[src/hdl/lcva_pkg.sv]
// ---------------------------------------------------------------------------
// Load-cell volume averager package
// Shared widths, reset values, command and register codes, divider request.
// ---------------------------------------------------------------------------
package lcva_pkg;

	localparam int DATA_W    = 32;
	localparam int VOL_W     = 16;
	localparam int CMD_W     = 2;
	localparam int CFG_IDX_W = 8;
	localparam int OUT_W     = VOL_W + DATA_W + DATA_W;
	localparam int DIV_CNT_W = $clog2(DATA_W + 1);

	localparam logic [DATA_W-1:0] SIGN_FLIP       = 32'h8000_0000;
	localparam logic [DATA_W-1:0] RST_ZERO_OFFSET = 32'd2079150000;
	localparam logic [DATA_W-1:0] RST_START_COEF  = 32'd56450;
	localparam logic [VOL_W-1:0]  RST_FULL_VOLUME = 16'd11500;
	localparam logic [VOL_W-1:0]  RST_MAX_VOLUME  = 16'd65535;

	// Command codes carried in the input tuser field.
	localparam logic [CMD_W-1:0] CMD_SAMPLE    = 2'd0;
	localparam logic [CMD_W-1:0] CMD_READ      = 2'd1;
	localparam logic [CMD_W-1:0] CMD_CALIBRATE = 2'd2;
	localparam logic [CMD_W-1:0] CMD_NOP       = 2'd3;

	// Configuration register indexes.
	localparam logic [CFG_IDX_W-1:0] REG_ZERO_OFFSET = 8'd0;
	localparam logic [CFG_IDX_W-1:0] REG_START_COEF  = 8'd1;
	localparam logic [CFG_IDX_W-1:0] REG_FULL_VOLUME = 8'd2;
	localparam logic [CFG_IDX_W-1:0] REG_MAX_VOLUME  = 8'd3;

	// Request from the sequencer to the bit-serial divider.
	typedef struct packed {
		logic              start;
		logic [DATA_W-1:0] dividend;
		logic [DATA_W-1:0] divisor;
	} div_req_t;

endpackage

[src/hdl/lcva_divider.sv]
// ---------------------------------------------------------------------------
// Bit-serial unsigned divider
// Restoring division that develops one quotient bit per clock cycle.
// ---------------------------------------------------------------------------
module lcva_divider (
	input  logic                                    clk,
	input  logic                                    arst_n,
	input  lcva_pkg::div_req_t                      req,
	output logic [lcva_pkg::DATA_W-1:0]             quotient,
	output logic                                    done
);

	logic [lcva_pkg::DATA_W-1:0]    rem_q;
	logic [lcva_pkg::DATA_W-1:0]    quo_q;
	logic [lcva_pkg::DATA_W-1:0]    dvs_q;
	logic [lcva_pkg::DIV_CNT_W-1:0] cnt_q;
	logic                           busy_q;
	logic                           done_q;
	logic [lcva_pkg::DATA_W:0]      shifted;
	logic [lcva_pkg::DATA_W+1:0]    diff;

	// The dividend shifts out of the top of quo_q while quotient bits enter at the bottom.
	// A zero divisor never borrows, so the quotient saturates to all ones.
	assign shifted = {rem_q, quo_q[lcva_pkg::DATA_W-1]};
	assign diff    = {1'b0, shifted} - {2'b00, dvs_q};

	always_ff @(posedge clk or negedge arst_n) begin
		if (!arst_n) begin
			busy_q <= 1'b0;
			done_q <= 1'b0;
			cnt_q  <= '0;
		end else begin
			done_q <= 1'b0;
			if (req.start && !busy_q) begin
				busy_q <= 1'b1;
				cnt_q  <= lcva_pkg::DIV_CNT_W'(lcva_pkg::DATA_W);
			end else if (busy_q) begin
				cnt_q <= cnt_q - 1'b1;
				if (cnt_q == lcva_pkg::DIV_CNT_W'(1)) begin
					busy_q <= 1'b0;
					done_q <= 1'b1;
				end
			end
		end
	end

	always_ff @(posedge clk) begin
		if (req.start && !busy_q) begin
			rem_q <= '0;
			quo_q <= req.dividend;
			dvs_q <= req.divisor;
		end else if (busy_q) begin
			if (!diff[lcva_pkg::DATA_W+1]) begin
				rem_q <= diff[lcva_pkg::DATA_W-1:0];
				quo_q <= {quo_q[lcva_pkg::DATA_W-2:0], 1'b1};
			end else begin
				rem_q <= shifted[lcva_pkg::DATA_W-1:0];
				quo_q <= {quo_q[lcva_pkg::DATA_W-2:0], 1'b0};
			end
		end
	end

	assign quotient = quo_q;
	assign done     = done_q;

endmodule

[src/hdl/load_cell_volume_averager_unit.sv]
// ---------------------------------------------------------------------------
// Load-cell volume averager
// Converts converter words into volume, keeps a running average and
// calibrates the counts-per-volume coefficient at tank overflow.
// ---------------------------------------------------------------------------
// An invalid sample or unused command goes from idle straight to the output stage; a sample,
// read or calibration steps through its working states and waits on the bit-serial divider
// when it needs a quotient. One item is in work at a time, so no new item is taken until the
// last one is done, and the next is taken while a result waits.
// Reset is asynchronous and active low: configuration returns to its defaults, the
// running coefficient to its start value, all other state and the output to empty.
module load_cell_volume_averager_unit (
	input  logic                               clk,
	input  logic                               arst_n,
	// Input stream.
	input  logic                               s_tvalid,
	output logic                               s_tready,
	input  logic [lcva_pkg::DATA_W-1:0]        s_tdata,   // [31:0] raw_word
	input  logic [lcva_pkg::CMD_W-1:0]         s_tuser,   // [1:0] cmd
	// Output stream.
	output logic                               m_tvalid,
	input  logic                               m_tready,
	output logic [lcva_pkg::OUT_W-1:0]         m_tdata,   // [15:0] volume,
	                                                      // [47:16] offset_reading,
	                                                      // [79:48] coef_now
	output logic                               m_tuser,   // [0] accepted
	// Configuration write channel.
	input  logic                               cfg_valid,
	output logic                               cfg_ready,
	input  logic [lcva_pkg::CFG_IDX_W-1:0]     cfg_index,
	input  logic [lcva_pkg::DATA_W-1:0]        cfg_data
);

	typedef enum logic [3:0] {
		ST_IDLE,
		ST_SUB,
		ST_SDIV,
		ST_SLIM,
		ST_SACC,
		ST_RD,
		ST_RDIV,
		ST_CAL,
		ST_CDIV,
		ST_CLO,
		ST_CHI,
		ST_CAVG,
		ST_DONE
	} state_t;

	state_t state_q;

	// Configuration registers. The start coefficient is only ever used to reload
	// the running coefficient, so it needs no register of its own.
	logic [lcva_pkg::DATA_W-1:0] zero_offset_q;
	logic [lcva_pkg::VOL_W-1:0]  full_volume_q;
	logic [lcva_pkg::VOL_W-1:0]  max_volume_q;

	// Block state.
	logic [lcva_pkg::DATA_W-1:0] last_offset_q;
	logic [lcva_pkg::DATA_W-1:0] net_q;
	logic [lcva_pkg::DATA_W-1:0] sum_q;
	logic [lcva_pkg::DATA_W-1:0] count_q;
	logic [lcva_pkg::DATA_W-1:0] coef_q;
	logic [lcva_pkg::DATA_W-1:0] cal_avg_q;

	// Per-item working registers.
	logic [lcva_pkg::DATA_W-1:0] word_q;
	logic [lcva_pkg::DATA_W-1:0] quo_q;
	logic [lcva_pkg::VOL_W-1:0]  vol_q;
	logic                        acc_q;
	logic                        lo_ok_q;

	// Output register.
	logic                        m_tvalid_q;
	logic [lcva_pkg::OUT_W-1:0]  m_tdata_q;
	logic                        m_tuser_q;

	// Divider interface.
	lcva_pkg::div_req_t          div_req;
	logic [lcva_pkg::DATA_W-1:0] div_quo;
	logic                        div_done;

	// Datapath terms.
	logic [lcva_pkg::DATA_W-1:0] reading;
	logic                        above_zero;
	logic [lcva_pkg::DATA_W-1:0] coef_sixteenth;
	logic [lcva_pkg::DATA_W:0]   cal_sum;
	logic                        in_accept;
	logic                        out_free;

	assign in_accept  = s_tvalid && s_tready;
	assign out_free   = !m_tvalid_q || m_tready;

	// Flipping the sign bit turns the two's complement word into offset binary.
	assign reading        = word_q ^ lcva_pkg::SIGN_FLIP;
	assign above_zero     = reading > zero_offset_q;
	assign coef_sixteenth = coef_q >> 4;
	assign cal_sum        = {1'b0, cal_avg_q} + {1'b0, quo_q};

	// The divider is shared by the sample, read and calibration paths.
	always_comb begin
		div_req = '0;
		unique case (state_q)
			ST_SUB: begin
				div_req.start    = above_zero;
				div_req.dividend = reading - zero_offset_q;
				div_req.divisor  = coef_q;
			end
			ST_RD: begin
				div_req.start    = count_q > lcva_pkg::DATA_W'(1);
				div_req.dividend = sum_q;
				div_req.divisor  = count_q;
			end
			ST_CAL: begin
				div_req.start    = (full_volume_q != '0) && (net_q != '0);
				div_req.dividend = net_q;
				div_req.divisor  = {{(lcva_pkg::DATA_W-lcva_pkg::VOL_W){1'b0}}, full_volume_q};
			end
			default: begin
				div_req = '0;
			end
		endcase
	end

	lcva_divider u_divider (
		.clk      (clk),
		.arst_n   (arst_n),
		.req      (div_req),
		.quotient (div_quo),
		.done     (div_done)
	);

	always_ff @(posedge clk or negedge arst_n) begin
		if (!arst_n) begin
			state_q       <= ST_IDLE;
			zero_offset_q <= lcva_pkg::RST_ZERO_OFFSET;
			full_volume_q <= lcva_pkg::RST_FULL_VOLUME;
			max_volume_q  <= lcva_pkg::RST_MAX_VOLUME;
			last_offset_q <= '0;
			net_q         <= '0;
			sum_q         <= '0;
			count_q       <= '0;
			coef_q        <= lcva_pkg::RST_START_COEF;
			cal_avg_q     <= '0;
			m_tvalid_q    <= 1'b0;
			word_q        <= '0;
			quo_q         <= '0;
			vol_q         <= '0;
			acc_q         <= 1'b0;
			lo_ok_q       <= 1'b0;
			m_tdata_q     <= '0;
			m_tuser_q     <= 1'b0;
		end else begin
			// A result that is taken while the next one is being loaded is replaced below.
			if (m_tvalid_q && m_tready && (state_q != ST_DONE)) begin
				m_tvalid_q <= 1'b0;
			end

			// Configuration writes arrive only while the block is idle.
			if (cfg_valid && cfg_ready) begin
				unique case (cfg_index)
					lcva_pkg::REG_ZERO_OFFSET: zero_offset_q <= cfg_data;
					lcva_pkg::REG_START_COEF:  coef_q        <= cfg_data;
					lcva_pkg::REG_FULL_VOLUME: full_volume_q <= cfg_data[lcva_pkg::VOL_W-1:0];
					lcva_pkg::REG_MAX_VOLUME:  max_volume_q  <= cfg_data[lcva_pkg::VOL_W-1:0];
					default: ;
				endcase
			end

			unique case (state_q)
				ST_IDLE: begin
					if (in_accept) begin
						word_q <= s_tdata;
						vol_q  <= '0;
						acc_q  <= 1'b0;
						unique case (s_tuser)
							lcva_pkg::CMD_SAMPLE: begin
								// A set low bit marks a word the converter did not finish.
								state_q <= s_tdata[0] ? ST_DONE : ST_SUB;
							end
							lcva_pkg::CMD_READ:      state_q <= ST_RD;
							lcva_pkg::CMD_CALIBRATE: state_q <= ST_CAL;
							default:                 state_q <= ST_DONE;
						endcase
					end
				end
				ST_SUB: begin
					last_offset_q <= reading;
					if (above_zero) begin
						net_q   <= reading - zero_offset_q;
						state_q <= ST_SDIV;
					end else begin
						net_q   <= '0;
						quo_q   <= '0;
						state_q <= ST_SACC;
					end
				end
				ST_SDIV: begin
					if (div_done) begin
						quo_q   <= div_quo;
						state_q <= ST_SLIM;
					end
				end
				ST_SLIM: begin
					// Above the limit the volume becomes one less than the limit, or zero
					// when the limit itself is zero.
					if (quo_q > {{(lcva_pkg::DATA_W-lcva_pkg::VOL_W){1'b0}}, max_volume_q}) begin
						if (max_volume_q != '0) begin
							quo_q <= {{(lcva_pkg::DATA_W-lcva_pkg::VOL_W){1'b0}},
								max_volume_q - 1'b1};
						end else begin
							quo_q <= '0;
						end
					end
					state_q <= ST_SACC;
				end
				ST_SACC: begin
					sum_q   <= sum_q + quo_q;
					count_q <= count_q + 1'b1;
					vol_q   <= quo_q[lcva_pkg::VOL_W-1:0];
					acc_q   <= 1'b1;
					state_q <= ST_DONE;
				end
				ST_RD: begin
					if (count_q > lcva_pkg::DATA_W'(1)) begin
						state_q <= ST_RDIV;
					end else begin
						vol_q   <= sum_q[lcva_pkg::VOL_W-1:0];
						state_q <= ST_DONE;
					end
				end
				ST_RDIV: begin
					if (div_done) begin
						// The average restarts as a single sample of the returned value.
						vol_q   <= div_quo[lcva_pkg::VOL_W-1:0];
						sum_q   <= {{(lcva_pkg::DATA_W-lcva_pkg::VOL_W){1'b0}},
							div_quo[lcva_pkg::VOL_W-1:0]};
						count_q <= lcva_pkg::DATA_W'(1);
						state_q <= ST_DONE;
					end
				end
				ST_CAL: begin
					if ((full_volume_q != '0) && (net_q != '0)) begin
						state_q <= ST_CDIV;
					end else begin
						state_q <= ST_DONE;
					end
				end
				ST_CDIV: begin
					if (div_done) begin
						quo_q   <= div_quo;
						state_q <= ST_CLO;
					end
				end
				ST_CLO: begin
					lo_ok_q <= quo_q > (coef_q - coef_sixteenth);
					state_q <= ST_CHI;
				end
				ST_CHI: begin
					// Upper bound of the window is taken one bit wider so it cannot wrap.
					if (lo_ok_q &&
						({1'b0, quo_q} < ({1'b0, coef_q} + {1'b0, coef_sixteenth}))) begin
						if (cal_avg_q == '0) begin
							cal_avg_q <= quo_q;
						end
						state_q <= ST_CAVG;
					end else begin
						state_q <= ST_DONE;
					end
				end
				ST_CAVG: begin
					cal_avg_q <= cal_sum[lcva_pkg::DATA_W:1];
					coef_q    <= cal_sum[lcva_pkg::DATA_W:1];
					acc_q     <= 1'b1;
					state_q   <= ST_DONE;
				end
				ST_DONE: begin
					if (out_free) begin
						m_tvalid_q <= 1'b1;
						m_tdata_q  <= {coef_q, last_offset_q, vol_q};
						m_tuser_q  <= acc_q;
						state_q    <= ST_IDLE;
					end
				end
				default: begin
					state_q <= ST_IDLE;
				end
			endcase
		end
	end

	assign s_tready  = (state_q == ST_IDLE);
	assign cfg_ready = (state_q == ST_IDLE);
	assign m_tvalid  = m_tvalid_q;
	assign m_tdata   = m_tdata_q;
	assign m_tuser   = m_tuser_q;

endmodule

[config.mk]
export PLATFORM = sky130hd
export DESIGN_NAME = load_cell_volume_averager_unit
export DESIGN_NICKNAME = d
export VERILOG_FILES = /design/src/hdl/lcva_pkg.sv /design/src/hdl/lcva_divider.sv /design/src/hdl/load_cell_volume_averager_unit.sv
export SDC_FILE = /design/constraint.sdc
export NUM_CORES = 2
export LEC_CHECK = 0
export BUFFER_PORTS_ARGS = -buffer_cell sky130_fd_sc_hd__buf_2
export CAP_MARGIN = 0
export CORE_UTILIZATION = 52
export CTS_CLUSTER_SIZE = 10
export DETAILED_ROUTE_END_ITERATION = 8
export PLACE_DENSITY = 0.73
export SLEW_MARGIN = 15
export SYNTH_ARGS = -nofsm -noshare
export SYNTH_HDL_FRONTEND = slang
export SYNTH_SLANG_ARGS = --single-unit
[constraint.sdc]
create_clock -name clk -period 6.1 [get_ports clk]
set_input_delay 0.915 -clock clk [delete_from_list [all_inputs] [get_ports clk]]
set_output_delay 0.915 -clock clk [all_outputs]
set_load 0.02 [all_outputs]
==> flow_metrics.env <==
export IMPL_rsz0062_at_grt="false"
export IMPL_ios=163
export IMPL_htreeDepth=2
export IMPL_coreArea_sq_um=63540
export IMPL_criticalPathCategory="reg -> reg"
export IMPL_reg2reg_from="coef_q[14]"
export IMPL_nets=4185
export IMPL_met2_usage=0.4612
export IMPL_synth_flop_cell="dfrtp_1"
export IMPL_ys_ff_latch=528
export IMPL_start_kind="flop"
export IMPL_rows=92
export IMPL_grt_busiest_layer="met2"
export IMPL_post_place_ws_ps=387.1
export IMPL_grt_usage=0.2879
export IMPL_yosys_warnings=0
export IMPL_postRouteWirelength_um=95790
export IMPL_root_buffer="clkbuf_16"
export IMPL_setup_viol=0
export IMPL_met1_usage=0.4002
export IMPL_syn_avg_cell_area_sq_um=9.027
export IMPL_drtAntennaViolNets=0
export IMPL_worstHoldPathType="in -> async"
export IMPL_crit_arrival_ps=6210
export IMPL_wire_per_inst_um=20.26
export IMPL_viasPerCell=6.005
export IMPL_cts_buffers=61
export IMPL_reg2regPathDepth=23
export IMPL_drc=0
export IMPL_detail_route_first_pass_iterations=8
export IMPL_die_h_um=256.7
export IMPL_die_width_um=256.7
export IMPL_die_area_sq_um=65880
export IMPL_fin_setup_tns_ps=0
export IMPL_timing_final_ws_setup_ps=371.2
export IMPL_required_ps=6580
export IMPL_tightest_slew_ps=1071
export IMPL_hold_buffers=0
export IMPL_run_status="finished, final reports clean"
export IMPL_start_util=0.5308
export IMPL_r2r_end="cal_avg_q[23]"
export IMPL_grt_util_met3=0.03608
export IMPL_holdWs_ps=304.5
export IMPL_end_kind="flop"
export IMPL_r2r_slack_ps=370
export IMPL_dp_hpwl_um=71440
export IMPL_clock_fmax_mhz=174.6
export IMPL_slew_violations=0
export IMPL_yosysMostFrequentCell="nand2_1"
export IMPL_utilization=0.5854
export IMPL_cts_sinks=528
export IMPL_cp_max_fo=32
export IMPL_synth_edff_count=64
export IMPL_cts_setup_buffers=0
export IMPL_clockBufferDepth=3
export IMPL_grt_pass1_vias=27460
export IMPL_ys_types=88
export IMPL_syn_inst=3736
export IMPL_syn_area_sq_um=33730
export IMPL_antennaDiodeCount=0
export IMPL_cellLeakagePower_uw=0.01852
export IMPL_final_layout_size_suffix_gt1_frac=0.1275
export IMPL_globalplace_congestion=0.9920
export IMPL_hold_viol_final=0
export IMPL_power_density_nw_per_um2=192.0
export IMPL_clkTransAtPathRegs_ps=60
export IMPL_grt_ovfl_total=0
export IMPL_vias=28390
export IMPL_cts_tree="built"
export IMPL_fin_crit_ps=5729
export IMPL_synth_top_cell_area_share=0.2827
export IMPL_grt_pass1_wl_um=151400
export IMPL_clock_skew_ps=46.32
export IMPL_synthArstFlopShare=0.8182
export IMPL_cts_resized=0
export IMPL_seqCellArea_sq_um=13440
export IMPL_multiInputGateArea_sq_um=18970
export IMPL_antenna_found_initial=2
export IMPL_synth_area_top_cells="dfrtp_1 (28%), ha_1 (10%), edfxtp_1 (5.7%)"
export IMPL_syn2layout_area_growth_pct=10.29
export IMPL_max_slew_margin=0.2823
export IMPL_crit_start="coef_q[14]"
export IMPL_port_buffers=162
export IMPL_drt_initial_drc_count=2514
export IMPL_synth_commonest_cells="nand2_1 (512), dfrtp_1 (381), o21ai_0 (303)"
export IMPL_synth_top_area_cell="dfrtp_1"
export IMPL_yosysSeqAreaShare=0.3984
export IMPL_worstSkewPairLatency_ps=660
export IMPL_ir_worst_vdd_uv=219.3
export IMPL_timing_final_crit_share=0.9392
export IMPL_synth_net_count=4091
export IMPL_cap_violations=0
export IMPL_fillers=5659
export IMPL_grt_max_degree=150
layout make-up:
cell class | count | share of cell area
Clock buffer | 109 | 0.04807
Clock inverter | 5 | 0.001816
Timing Repair Buffer | 200 | 0.03041
Sequential cell | 528 | 0.3612
Inverter | 198 | 0.01998
Tap cell | 846 | 0.02846
Multi-Input combinational cell | 2841 | 0.5100
state kept, by name, summed over array words and instances, names as in the netlist, 32 cells and up:
signal              count
sum_q                  32
u_divider.dvs_q        32
count_q                32
net_q                  32
word_q                 32
m_tdata                80
u_divider.quotient     32
quo_q                  32
u_divider.rem_q        32
coef_q                 32
zero_offset_q          32
cal_avg_q              32
last_offset_q          32
cells by family after synthesis:
logic type               Yosys count  share of synthesized area
multiplexers                     151                    0.04908
flip-flops                       528                     0.3984
XOR/XNOR                         194                    0.05038
buffers and inverters            367                    0.04188
AND/OR/NAND/NOR                 1175                     0.1580
adder cells (fa/ha/maj)          276                     0.1037
AO/OA/AOI/OAI                   1045                     0.1985
cells in the final DEF (no fill, tap or decap), types with 32 or more instances in the layout:
master       n
a21oi_1    236
a22oi_1     33
inv_1      196
nor2b_1     44
dfxtp_1     32
mux2_2     115
dfstp_2     51
buf_4       36
clkbuf_1    41
nand2_1    511
xor2_1      75
ha_1       269
dfrtp_1    381
nor3_1      41
nand4_1     47
edfxtp_1    64
mux2i_1     36
nand2b_1    36
buf_2      161
a211oi_1    50
a21o_1      88
o21ai_0    303
a22o_1      41
xnor2_1    119
nor2_1     262
o21a_1      44
nor4_1      39
nand3_1     58
a31oi_1     58
clkbuf_16   62
and3_1      35
layer usage:
| metal | wire length (um) | share of wire |
|---|---|---|
| met2 | 43360 | 0.45 |
| met4 | 3396 | 0.035 |
| met5 | 16 | 0.00017 |
| met1 | 42820 | 0.45 |
| met3 | 6197 | 0.065 |
worst max-delay path: stages (launching register included):
cell and delay, ps:
dfstp_2 580, inv_1 80, ha_1 400, or4_4 580
or3_1 330, or3_1 340, a211oi_2 180, nor3_2 110
o211ai_2 210, a31oi_2 160, o41a_4 410, nor4_1 180
a311oi_1 80, ha_1 310, o21a_1 110, o21ai_0 70
nand2_1 70, o21ai_0 90, a31o_2 280, a21o_1 200
and3_1 170, buf_4 250, a211oi_1 290, a21oi_1 60
worst max path at each step:
stage | cells past startpoint | endpoint | slack (ps)
floorplan | 25 | cal_avg_q[26] | 930
global placement | 23 | cal_avg_q[30] | 560
detailed placement | 23 | cal_avg_q[23] | 390
CTS | 23 | cal_avg_q[12] | 320
global route | 22 | cal_avg_q[12] | 10
finish | 23 | cal_avg_q[23] | 370
power breakdown:
part / total, uW / internal (uW) / switching [uW]
clock: 3470 / 1970 / 1500
combinational: 120 / 24.4 / 95.6
sequential: 3550 / 3550 / 0.0000000000000209
through the flow:
step / instance area, sq um / total power [uW] / cells
after global placement: 35340 / 3740 / 4613
after global routing: 37200 / 7342 / 4727
after floorplan: 33730 / 3623 / 3736
final: 37200 / 7141 / 4727
after CTS: 37190 / 7198 / 4727
after detailed placement: 35340 / 3739 / 4613
No activity file was read; power rests on OpenSTA's default activity.
